===== src/rtl/phf_pkg.sv =====
// Shared types and constants for the packet header filter.
// No dependencies; imported by every module of the block.
package phf_pkg;

  localparam int unsigned POS_W = 7;  // byte position / count width, saturates at 127
  localparam logic [POS_W-1:0] POS_MAX = 7'd127;

  // Layer 3 start for each link kind
  localparam int unsigned NUM_ROWS = 3;
  localparam int unsigned ROW_RAW = 0;
  localparam int unsigned ROW_ETH = 1;
  localparam int unsigned ROW_COOKED = 2;
  localparam logic [POS_W-1:0] L3_OFF [NUM_ROWS] = '{7'd0, 7'd14, 7'd16};

  // Minimum captured lengths
  localparam logic [POS_W-1:0] MIN_RAW_LEN = 7'd20;
  localparam logic [POS_W-1:0] MIN_COOKED_LEN = 7'd16;
  localparam logic [POS_W-1:0] MIN_ETH_LEN = 7'd14;
  localparam logic [POS_W-1:0] MIN_IPV4_LEN = 7'd20;
  localparam logic [POS_W-1:0] MIN_IPV6_LEN = 7'd40;
  localparam logic [POS_W-1:0] MIN_IPV6_L4_LEN = 7'd44;
  localparam logic [POS_W-1:0] PORT_BYTES = 7'd4;

  localparam logic [15:0] ET_IPV4 = 16'h0800;
  localparam logic [15:0] ET_IPV6 = 16'h86DD;
  localparam logic [15:0] ET_ARP = 16'h0806;
  localparam logic [15:0] ET_NONE = 16'h0000;

  localparam logic [3:0] IP_VER4 = 4'h4;
  localparam logic [3:0] IP_VER6 = 4'h6;
  localparam logic [15:0] SLL_PKTTYPE_MAX = 16'd4;
  localparam logic [15:0] ARPHRD_NETROM = 16'd0;
  localparam logic [15:0] ARPHRD_ETHER = 16'd1;
  localparam logic [15:0] ARPHRD_LOOPBACK = 16'd772;

  localparam logic [7:0] PROTO_ANY = 8'd0;
  localparam logic [7:0] PROTO_TCP = 8'd6;
  localparam logic [7:0] PROTO_UDP = 8'd17;

  localparam logic [15:0] PORT_ANY = 16'd0;
  localparam logic [15:0] PORT_HTTP = 16'd80;
  localparam logic [15:0] PORT_HTTPS = 16'd443;
  localparam logic [15:0] PORT_DNS = 16'd53;

  // filter_mode codes; the unused code behaves as MODE_ALL
  localparam logic [2:0] MODE_ALL = 3'd0;
  localparam logic [2:0] MODE_ARP = 3'd1;
  localparam logic [2:0] MODE_HTTP = 3'd2;
  localparam logic [2:0] MODE_HTTPS = 3'd3;
  localparam logic [2:0] MODE_DNS = 3'd4;
  localparam logic [2:0] MODE_TCP = 3'd5;
  localparam logic [2:0] MODE_UDP = 3'd6;

  // link_kind codes
  localparam logic [1:0] KIND_RAW = 2'd0;
  localparam logic [1:0] KIND_COOKED = 2'd1;
  localparam logic [1:0] KIND_ETH = 2'd2;
  localparam logic [1:0] KIND_TRUNC = 2'd3;

  // configuration register indexes
  localparam logic [2:0] CFG_FILTER_MODE = 3'd0;
  localparam logic [2:0] CFG_MATCH_PROTO = 3'd1;
  localparam logic [2:0] CFG_SRC_EN = 3'd2;
  localparam logic [2:0] CFG_SRC_ADDR = 3'd3;
  localparam logic [2:0] CFG_DST_EN = 3'd4;
  localparam logic [2:0] CFG_DST_ADDR = 3'd5;
  localparam logic [2:0] CFG_SRC_PORT = 3'd6;
  localparam logic [2:0] CFG_DST_PORT = 3'd7;

  typedef struct packed {
    logic [2:0]  filter_mode;
    logic [7:0]  match_protocol;
    logic        source_address_enable;
    logic [31:0] source_address;
    logic        dest_address_enable;
    logic [31:0] dest_address;
    logic [15:0] match_source_port;
    logic [15:0] match_dest_port;
  } cfg_t;

  // one frame byte with its position in the frame
  typedef struct packed {
    logic [7:0]       data;
    logic             last;
    logic [POS_W-1:0] pos;
  } item_t;

  // fields picked up relative to one candidate layer 3 start
  typedef struct packed {
    logic [3:0]  ihl;
    logic [7:0]  nh;      // IPv6 next header
    logic [7:0]  proto;   // IPv4 protocol
    logic [31:0] src;
    logic [31:0] dst;
    logic [31:0] ports4;  // src/dst port at 4*IHL
    logic [31:0] ports6;  // src/dst port after the fixed IPv6 header
  } l3_fields_t;

  typedef struct packed {
    logic [POS_W-1:0] len;
    logic [15:0]      word0;  // bytes 0-1
    logic [15:0]      word2;  // bytes 2-3
    logic [15:0]      et12;
    logic [15:0]      et14;
  } link_fields_t;

  typedef struct packed {
    logic        accept;
    logic [1:0]  link_kind;
    logic [15:0] ether_type;
  } verdict_t;

endpackage


===== src/rtl/packet_header_filter_top.sv =====
// Packet header filter: one frame byte per cycle, one verdict per frame.
// The last byte passes the input, capture and output registers before out_tvalid rises.
// Throughput: one byte per cycle; input stalls only while a verdict waits behind
// an unaccepted result in the output register.
// Reset (rst_n low, synchronous): pipeline empty, byte count 0, all config regs 0.
module packet_header_filter_top (
  input  logic        clk,
  input  logic        rst_n,
  input  logic        in_tvalid,
  output logic        in_tready,
  input  logic [7:0]  in_tdata,   // [7:0] frame_byte
  input  logic        in_tlast,   // frame_end
  output logic        out_tvalid,
  input  logic        out_tready,
  output logic [23:0] out_tdata,  // [0] accept, [16:1] frame_ether_type, [23:17] zero
  output logic [1:0]  out_tuser,  // [1:0] link_kind
  input  logic        cfg_valid,
  output logic        cfg_ready,
  input  logic [2:0]  cfg_index,
  input  logic [31:0] cfg_data
);
  import phf_pkg::*;

  cfg_t              cfg_r, cfg_nxt;
  logic              a_valid_r, a_valid_nxt;
  item_t             a_item_r, a_item_nxt;
  logic [POS_W-1:0]  cnt_r, cnt_nxt;
  logic              out_valid_r, out_valid_nxt;
  verdict_t          out_r, out_nxt;

  logic              in_acc, out_free, done, take, hold, load;
  link_fields_t      link;
  l3_fields_t        rows [NUM_ROWS];
  verdict_t          verdict;

  assign in_acc = in_tvalid && in_tready;
  assign out_free = !out_valid_r || out_tready;
  assign take = done && out_free;
  assign hold = done && !out_free;  // a verdict is parked in the capture stage
  assign load = a_valid_r && !hold;
  assign in_tready = !a_valid_r || !hold;
  assign cfg_ready = 1'b1;

  phf_capture u_capture (
    .clk   (clk),
    .rst_n (rst_n),
    .load  (load),
    .take  (take),
    .item  (a_item_r),
    .done  (done),
    .link  (link),
    .rows  (rows)
  );

  phf_verdict u_verdict (
    .cfg     (cfg_r),
    .link    (link),
    .rows    (rows),
    .verdict (verdict)
  );

  always_comb begin
    cfg_nxt = cfg_r;
    if (cfg_valid && cfg_ready) begin
      case (cfg_index)
        CFG_FILTER_MODE: cfg_nxt.filter_mode = cfg_data[2:0];
        CFG_MATCH_PROTO: cfg_nxt.match_protocol = cfg_data[7:0];
        CFG_SRC_EN:      cfg_nxt.source_address_enable = cfg_data[0];
        CFG_SRC_ADDR:    cfg_nxt.source_address = cfg_data;
        CFG_DST_EN:      cfg_nxt.dest_address_enable = cfg_data[0];
        CFG_DST_ADDR:    cfg_nxt.dest_address = cfg_data;
        CFG_SRC_PORT:    cfg_nxt.match_source_port = cfg_data[15:0];
        CFG_DST_PORT:    cfg_nxt.match_dest_port = cfg_data[15:0];
        default:         cfg_nxt = cfg_r;
      endcase
    end
  end

  always_comb begin
    a_valid_nxt = load ? 1'b0 : a_valid_r;
    a_item_nxt = a_item_r;
    cnt_nxt = cnt_r;
    if (in_acc) begin
      a_valid_nxt = 1'b1;
      a_item_nxt.data = in_tdata;
      a_item_nxt.last = in_tlast;
      a_item_nxt.pos = cnt_r;
      if (in_tlast)
        cnt_nxt = '0;
      else if (cnt_r != POS_MAX)
        cnt_nxt = cnt_r + 7'd1;
    end

    out_valid_nxt = take ? 1'b1 : (out_tready ? 1'b0 : out_valid_r);
    out_nxt = take ? verdict : out_r;
  end

  always_ff @(posedge clk) begin
    if (!rst_n) begin
      cfg_r <= '0;
      a_valid_r <= 1'b0;
      cnt_r <= '0;
      out_valid_r <= 1'b0;
    end else begin
      cfg_r <= cfg_nxt;
      a_valid_r <= a_valid_nxt;
      cnt_r <= cnt_nxt;
      out_valid_r <= out_valid_nxt;
    end
  end

  always_ff @(posedge clk) begin
    a_item_r <= a_item_nxt;
    out_r <= out_nxt;
  end

  assign out_tvalid = out_valid_r;
  assign out_tdata = {7'd0, out_r.ether_type, out_r.accept};
  assign out_tuser = out_r.link_kind;

endmodule


===== src/rtl/phf_capture.sv =====
// Header field capture: picks the bytes the verdict needs out of the byte stream.
// Depends on phf_pkg.
module phf_capture (
  input  logic                        clk,
  input  logic                        rst_n,
  input  logic                        load,
  input  logic                        take,
  input  phf_pkg::item_t              item,
  output logic                        done,
  output phf_pkg::link_fields_t       link,
  output phf_pkg::l3_fields_t         rows [phf_pkg::NUM_ROWS]
);
  import phf_pkg::*;

  link_fields_t link_r, link_nxt;
  l3_fields_t   rows_r [NUM_ROWS];
  l3_fields_t   rows_nxt [NUM_ROWS];
  logic         done_r, done_nxt;

  always_comb begin
    logic [POS_W-1:0] rel;
    logic [3:0]       ihl_c;
    logic [POS_W-1:0] l4;

    rel = '0;
    ihl_c = '0;
    l4 = '0;
    link_nxt = link_r;
    rows_nxt = rows_r;
    done_nxt = take ? 1'b0 : done_r;

    if (load) begin
      done_nxt = item.last;
      link_nxt.len = (item.pos == POS_MAX) ? POS_MAX : item.pos + 7'd1;
      if (item.pos <= 7'd1)
        link_nxt.word0 = {link_r.word0[7:0], item.data};
      if (item.pos == 7'd2 || item.pos == 7'd3)
        link_nxt.word2 = {link_r.word2[7:0], item.data};
      if (item.pos == 7'd12 || item.pos == 7'd13)
        link_nxt.et12 = {link_r.et12[7:0], item.data};
      if (item.pos == 7'd14 || item.pos == 7'd15)
        link_nxt.et14 = {link_r.et14[7:0], item.data};

      for (int j = 0; j < NUM_ROWS; j++) begin
        if (item.pos >= L3_OFF[j]) begin
          rel = item.pos - L3_OFF[j];
          // with an IHL of 0 the port window starts on the IHL byte itself
          ihl_c = (rel == 7'd0) ? item.data[3:0] : rows_r[j].ihl;
          l4 = {1'b0, ihl_c, 2'b00};
          if (rel == 7'd0) rows_nxt[j].ihl = item.data[3:0];
          if (rel == 7'd6) rows_nxt[j].nh = item.data;
          if (rel == 7'd9) rows_nxt[j].proto = item.data;
          if (rel >= 7'd12 && rel <= 7'd15)
            rows_nxt[j].src = {rows_r[j].src[23:0], item.data};
          if (rel >= 7'd16 && rel <= 7'd19)
            rows_nxt[j].dst = {rows_r[j].dst[23:0], item.data};
          if (rel >= l4 && rel < l4 + PORT_BYTES)
            rows_nxt[j].ports4 = {rows_r[j].ports4[23:0], item.data};
          if (rel >= MIN_IPV6_LEN && rel < MIN_IPV6_L4_LEN)
            rows_nxt[j].ports6 = {rows_r[j].ports6[23:0], item.data};
        end
      end
    end
  end

  always_ff @(posedge clk) begin
    if (!rst_n) begin
      done_r <= 1'b0;
    end else begin
      done_r <= done_nxt;
    end
  end

  always_ff @(posedge clk) begin
    link_r <= link_nxt;
    rows_r <= rows_nxt;
  end

  assign done = done_r;
  assign link = link_r;
  assign rows = rows_r;

endmodule


===== src/rtl/phf_verdict.sv =====
// Verdict logic: link kind detection and the configured filter checks.
// Depends on phf_pkg; fed from the registers of phf_capture.
module phf_verdict (
  input  phf_pkg::cfg_t         cfg,
  input  phf_pkg::link_fields_t link,
  input  phf_pkg::l3_fields_t   rows [phf_pkg::NUM_ROWS],
  output phf_pkg::verdict_t     verdict
);
  import phf_pkg::*;

  function automatic logic port_ok(input cfg_t c, input logic [31:0] ports,
                                   input logic [7:0] proto);
    logic [15:0] sp;
    logic [15:0] dp;
    logic        ok;
    sp = ports[31:16];
    dp = ports[15:0];
    case (c.filter_mode)
      MODE_HTTP:  ok = (sp == PORT_HTTP) || (dp == PORT_HTTP);
      MODE_HTTPS: ok = (sp == PORT_HTTPS) || (dp == PORT_HTTPS);
      MODE_DNS:   ok = (sp == PORT_DNS) || (dp == PORT_DNS);
      MODE_TCP:   ok = (proto == PROTO_TCP);
      MODE_UDP:   ok = (proto == PROTO_UDP);
      default:    ok = (c.match_source_port == PORT_ANY || sp == c.match_source_port) &&
                       (c.match_dest_port == PORT_ANY || dp == c.match_dest_port);
    endcase
    return ok;
  endfunction

  logic [3:0]       ver;
  logic             is_raw, is_cooked, is_eth;
  l3_fields_t       r;
  logic [POS_W-1:0] off, cap, l4_need;
  logic [15:0]      et;
  logic [1:0]       kind;
  logic             all_mode, acc_v4, acc_v6, acc;

  assign ver = link.word0[15:12];
  assign all_mode = (cfg.filter_mode != MODE_ARP) && (cfg.filter_mode != MODE_HTTP) &&
                    (cfg.filter_mode != MODE_HTTPS) && (cfg.filter_mode != MODE_DNS) &&
                    (cfg.filter_mode != MODE_TCP) && (cfg.filter_mode != MODE_UDP);

  always_comb begin
    is_raw = (link.len >= MIN_RAW_LEN) && (ver == IP_VER4 || ver == IP_VER6);
    is_cooked = !is_raw && (link.len >= MIN_COOKED_LEN) &&
                ver != IP_VER4 && ver != IP_VER6 &&
                (link.word0 <= SLL_PKTTYPE_MAX) &&
                (link.word2 == ARPHRD_NETROM || link.word2 == ARPHRD_ETHER ||
                 link.word2 == ARPHRD_LOOPBACK);
    is_eth = !is_raw && !is_cooked && (link.len >= MIN_ETH_LEN);

    if (is_raw) begin
      kind = KIND_RAW;
      et = (ver == IP_VER4) ? ET_IPV4 : ET_IPV6;
      r = rows[ROW_RAW];
      off = L3_OFF[ROW_RAW];
    end else if (is_cooked) begin
      kind = KIND_COOKED;
      et = link.et14;
      r = rows[ROW_COOKED];
      off = L3_OFF[ROW_COOKED];
    end else if (is_eth) begin
      kind = KIND_ETH;
      et = link.et12;
      r = rows[ROW_ETH];
      off = L3_OFF[ROW_ETH];
    end else begin
      kind = KIND_TRUNC;
      et = ET_NONE;
      r = rows[ROW_RAW];
      off = L3_OFF[ROW_RAW];
    end

    cap = link.len - off;
    l4_need = {1'b0, r.ihl, 2'b00} + PORT_BYTES;

    acc_v4 = (cfg.match_protocol == PROTO_ANY || r.proto == cfg.match_protocol) &&
             (!cfg.source_address_enable || r.src == cfg.source_address) &&
             (!cfg.dest_address_enable || r.dst == cfg.dest_address);
    if (acc_v4 && (r.proto == PROTO_TCP || r.proto == PROTO_UDP) && cap >= l4_need)
      acc_v4 = port_ok(cfg, r.ports4, r.proto);

    acc_v6 = (cfg.match_protocol == PROTO_ANY || r.nh == cfg.match_protocol);
    if (acc_v6 && (r.nh == PROTO_TCP || r.nh == PROTO_UDP) && cap >= MIN_IPV6_L4_LEN)
      acc_v6 = port_ok(cfg, r.ports6, r.nh);

    if (kind == KIND_TRUNC)
      acc = 1'b0;
    else if (cfg.filter_mode == MODE_ARP)
      acc = (et == ET_ARP);
    else if (et == ET_IPV4 && cap >= MIN_IPV4_LEN)
      acc = acc_v4;
    else if (et == ET_IPV6 && cap >= MIN_IPV6_LEN)
      acc = acc_v6;
    else
      acc = all_mode;

    verdict.accept = acc;
    verdict.link_kind = kind;
    verdict.ether_type = et;
  end

endmodule

===== config.mk =====
export PLATFORM = sky130hd
export DESIGN_NAME = packet_header_filter_top
export DESIGN_NICKNAME = d
export VERILOG_FILES = /design/src/rtl/phf_pkg.sv /design/src/rtl/packet_header_filter_top.sv /design/src/rtl/phf_capture.sv /design/src/rtl/phf_verdict.sv
export SDC_FILE = /design/constraint.sdc
export NUM_CORES = 1
export LEC_CHECK = 0
export ABC_AREA = 1
export CORE_ASPECT_RATIO = 1.4
export CORE_MARGIN = 3
export CORE_UTILIZATION = 55
export CTS_BUF_LIST = sky130_fd_sc_hd__clkbuf_4
export DETAILED_ROUTE_END_ITERATION = 12
export DONT_BUFFER_PORTS = 1
export GPL_ROUTABILITY_DRIVEN = 0
export PLACE_DENSITY = 0.77
export SLEW_MARGIN = 40
export SYNTH_ARGS = -nofsm -noshare
export SYNTH_HDL_FRONTEND = slang
export SYNTH_HIERARCHICAL = 1
export SYNTH_SLANG_ARGS = --single-unit

===== constraint.sdc =====
create_clock -name clk -period 7.4 [get_ports clk]
set_input_delay 1.48 -clock clk [delete_from_list [all_inputs] [get_ports clk]]
set_output_delay 1.48 -clock clk [all_outputs]
set_load 0.01 [all_outputs]

==> summary.md <==
| Metric | Value |
|---|---|
| Clock sink count | ~670 |
| Number of port buffers | 0 |
| DRT Pass-1 Iters | 9 |
| TNS Setup | 0 ps |
| Share of cells above drive strength 1 | between 10% and 20% |
| Clk slew on worst S/H paths | 70 ps |
| All-Layer GR Usage | 28.6% |
| Gr ovfl total | 0 |
| Pins Over Slew Limit | 0 |
| DP HPWL | 59.1 mm |
| Area grow syn2layout | 9.23% |
| Resized cells post-CTS | 0 |
| Initial Util | ~56% |
| Vias in the first global route | ~25000 |
| Setup violations, final | 0 |
| Post-Synthesis Cells | about 3600 |
| Cell Count, Final, Fillers Out | 4557 |
| Hold-fix buffer count after cts | 0 |
| Vert. Die Dim | a little under 300 um |
| Core Box Area | 57600 um^2 |
| Synthesized area | 32100 um^2 |
| Run status | completed |
| Fin crit period | 5090 ps |
| Via count | 25544 |
| Peak VDD IR | 0.126 mV |
| Arrival @ worst endpoint | 5960 ps |
| Pwr/cell area | roughly 220 nW/um^2 |
| CTS Buf Count | 160 |
| Crit Path Max Fanout | 44 |
| Fin. Hold Viols | 0 |
| Rows | 104 |
| Max Freq | 196 MHz |
| Netlist cell types | 61 |
| H-tree Lvls | 4 |
| Clk_skew | 78.5 ps |
| Clock latency on the worst-skew pair | approximately 1000 ps |
| Pwr Total | 7.77 mW |
| First-pass GRT wire length | 134 mm |
| Total Die Area | 61400 um^2 |
| Initial antenna violation count | 3 |
| Max-cap violations | 0 |
| Worst Setup End Kind | register |
| Starting DRT DRC Count | 2360 |
| Critical path type | register to register |
| Relative slew slack | between 40% and 50% |
| Die Width | 210 um |
| Startpoint types | register |
| Seq/Total Area, Yosys | 58.9% |
| Post-Syn Area per Cell | 8.97 um^2 |
| RSZ-0062 raised after global routing | false |
| Required time worst endpoint | 8270 ps |
| Total wire length | 87.9 mm |
| Post-CTS Setup Bufs | 0 |
| Seq cells post-synth | around 670 |
| Placed insts | 4257 |
| CTS tree | yes |
| Max Buffers Root-to-Sink | 3 |
| Worst-margin pin slew | 867 ps |
| Async SR Flop Fraction | 0% |
| Worst min path class | register to register |
| Drt wl/cell | 19.3 um |
| Tcrit/Tclk final | 68.8% |
| Nets | 3782 |
| Commonest non-fill, non-tap cell in the layout | nand2_1 |
| Post-route ant nets | 0 |
| Vias per inst | roughly 5.6 |
| Root Buffer | clkbuf_4 |
| Ys Warns | 6 |
| Post-synth EDFFs | between 500 and 600 |
| Commonest non-fill, non-tap cells in the layout | nand2_1 (1116), edfxtp_1 (550), nor2_1 (480) |
| DRC viols | 0 |
| Leakage power | ~14 nW |
| Main flop type after synthesis | edfxtp_1 |
| IO Count | slightly below 80 |
| Largest net degree at the start of global routing | 113 |
## cells in the mapped netlist (16+ instances only)
cell / number / share of area, %
nor2_1: 484 / 5.7
nand2_1: 1117 / 13
o21ai_0: 128 / 2.0
buf_4: 17 / 0.40
edfxtp_1: 550 / 51
nor3_1: 17 / 0.26
inv_2: 26 / 0.30
dfxtp_1: 119 / 7.4
nand3_1: 252 / 3.9
clkbuf_1: 36 / 0.42
o21ai_1: 27 / 0.42
ha_1: 55 / 2.1
nand4_1: 109 / 2.1
a21oi_1: 36 / 0.56
inv_1: 371 / 4.3
or2_2: 22 / 0.43
buf_2: 40 / 0.62
xor2_1: 16 / 0.44
## cell type report
type | count | area (um^2)
well taps | 742 | 928
diodes | 7 | 17.5
multi-input cells | 2408 | 11300
repair buffers | 39 | 317
clock inverters | 57 | 362
clock buffers | 236 | 1770
inverters | 399 | 1500
fillers | 4817 | 22600
flip-flops and latches | 669 | 18900
## worst paths after layout
check	startpoint	endpoint	slack, ps	cells after the start
worst min register to register	u_capture/rows[196]	u_capture/rows[204]	420	0
worst max register to register	u_capture/link[70]	out_tdata[0]	2310	25
worst min-delay path	u_capture/rows[196]	u_capture/rows[204]	420	0
worst max-delay path	u_capture/link[70]	out_tdata[0]	2310	25
## through the flow
stage | area [um^2] | utilization (%) | hold slack [ps] | setup slack (ps)
floorplan | 32100 | - | 408 | 1200
global placement | 32900 | 57.0 | 417 | 2470
detailed placement | 32900 | 57.1 | 426 | 2450
CTS | 35000 | 60.8 | 410 | 2410
global route | 35100 | 60.8 | 423 | 1980
finish | 35100 | 60.8 | 417 | 2310
## kinds of logic (layout without fill, tap and decap cells)
| group | count (synthesis) | in the layout | synth area share [%] |
|---|---|---|---|
| AO/OA/AOI/OAI | 248 | 248 | 4.44 |
| XOR/XNOR | 22 | 22 | 0.600 |
| other | 2 | 15 | 0.0234 |
| buffers and inverters | 510 | 731 | 6.49 |
| flip-flops | 669 | 669 | 58.9 |
| adder cells (fa/ha/maj) | 56 | 56 | 2.21 |
| AND/OR/NAND/NOR | 2074 | 2074 | 27.4 |
## registers in the layout, indices dropped and copies added, names as in the netlist
| name | cells |
|---|---|
| u_capture/done | 1 |
| a_valid_r | 1 |
| out_tdata | 17 |
| cfg_r | 109 |
| a_item_r | 16 |
| cnt_r | 7 |
| out_tuser | 2 |
| u_capture/link | 71 |
| u_capture/rows | 444 |
| out_tvalid | 1 |
## routing by layer
| metal | part of all wire, % | wire, um | track usage, % | vias to the layer above |
|---|---|---|---|---|
| li1 | - | - | - | 12119 |
| met1 | 35 | 30700 | 31.5 | 11818 |
| met2 | 50 | 43600 | 48.6 | 1254 |
| met3 | 8.4 | 7380 | 7.03 | 353 |
| met4 | 7.0 | 6180 | 19.5 | 0 |
| met5 | 0 | 0 | 0 | - |
## power breakdown
part	total, mW	switching [mW]	internal [mW]
combinational	0.477	0.335	0.142
sequential	4.18	0.0636	4.12
clock	3.11	1.49	1.62
## worst max-delay path: stages, from the launching register on
cell and delay (ps):
edfxtp_1 400, nor2_2 80, nand2_4 90, inv_2 40, nand2_2 40, buf_4 280, clkinv_2 630, nor2_8 700
buf_4 630, buf_4 540, nand2_1 160, nand3_1 120, nand2_1 60, nand2_1 100, nand2_1 60, nor2_1 90
nand2_1 50, nor2_1 120, nand2_1 100, nand2_1 110, nand2_1 60, nor2_1 90, nand2_1 70, nand2_1 70
nand2_1 60, a21oi_2 110
(Power assumes the default switching activity.)
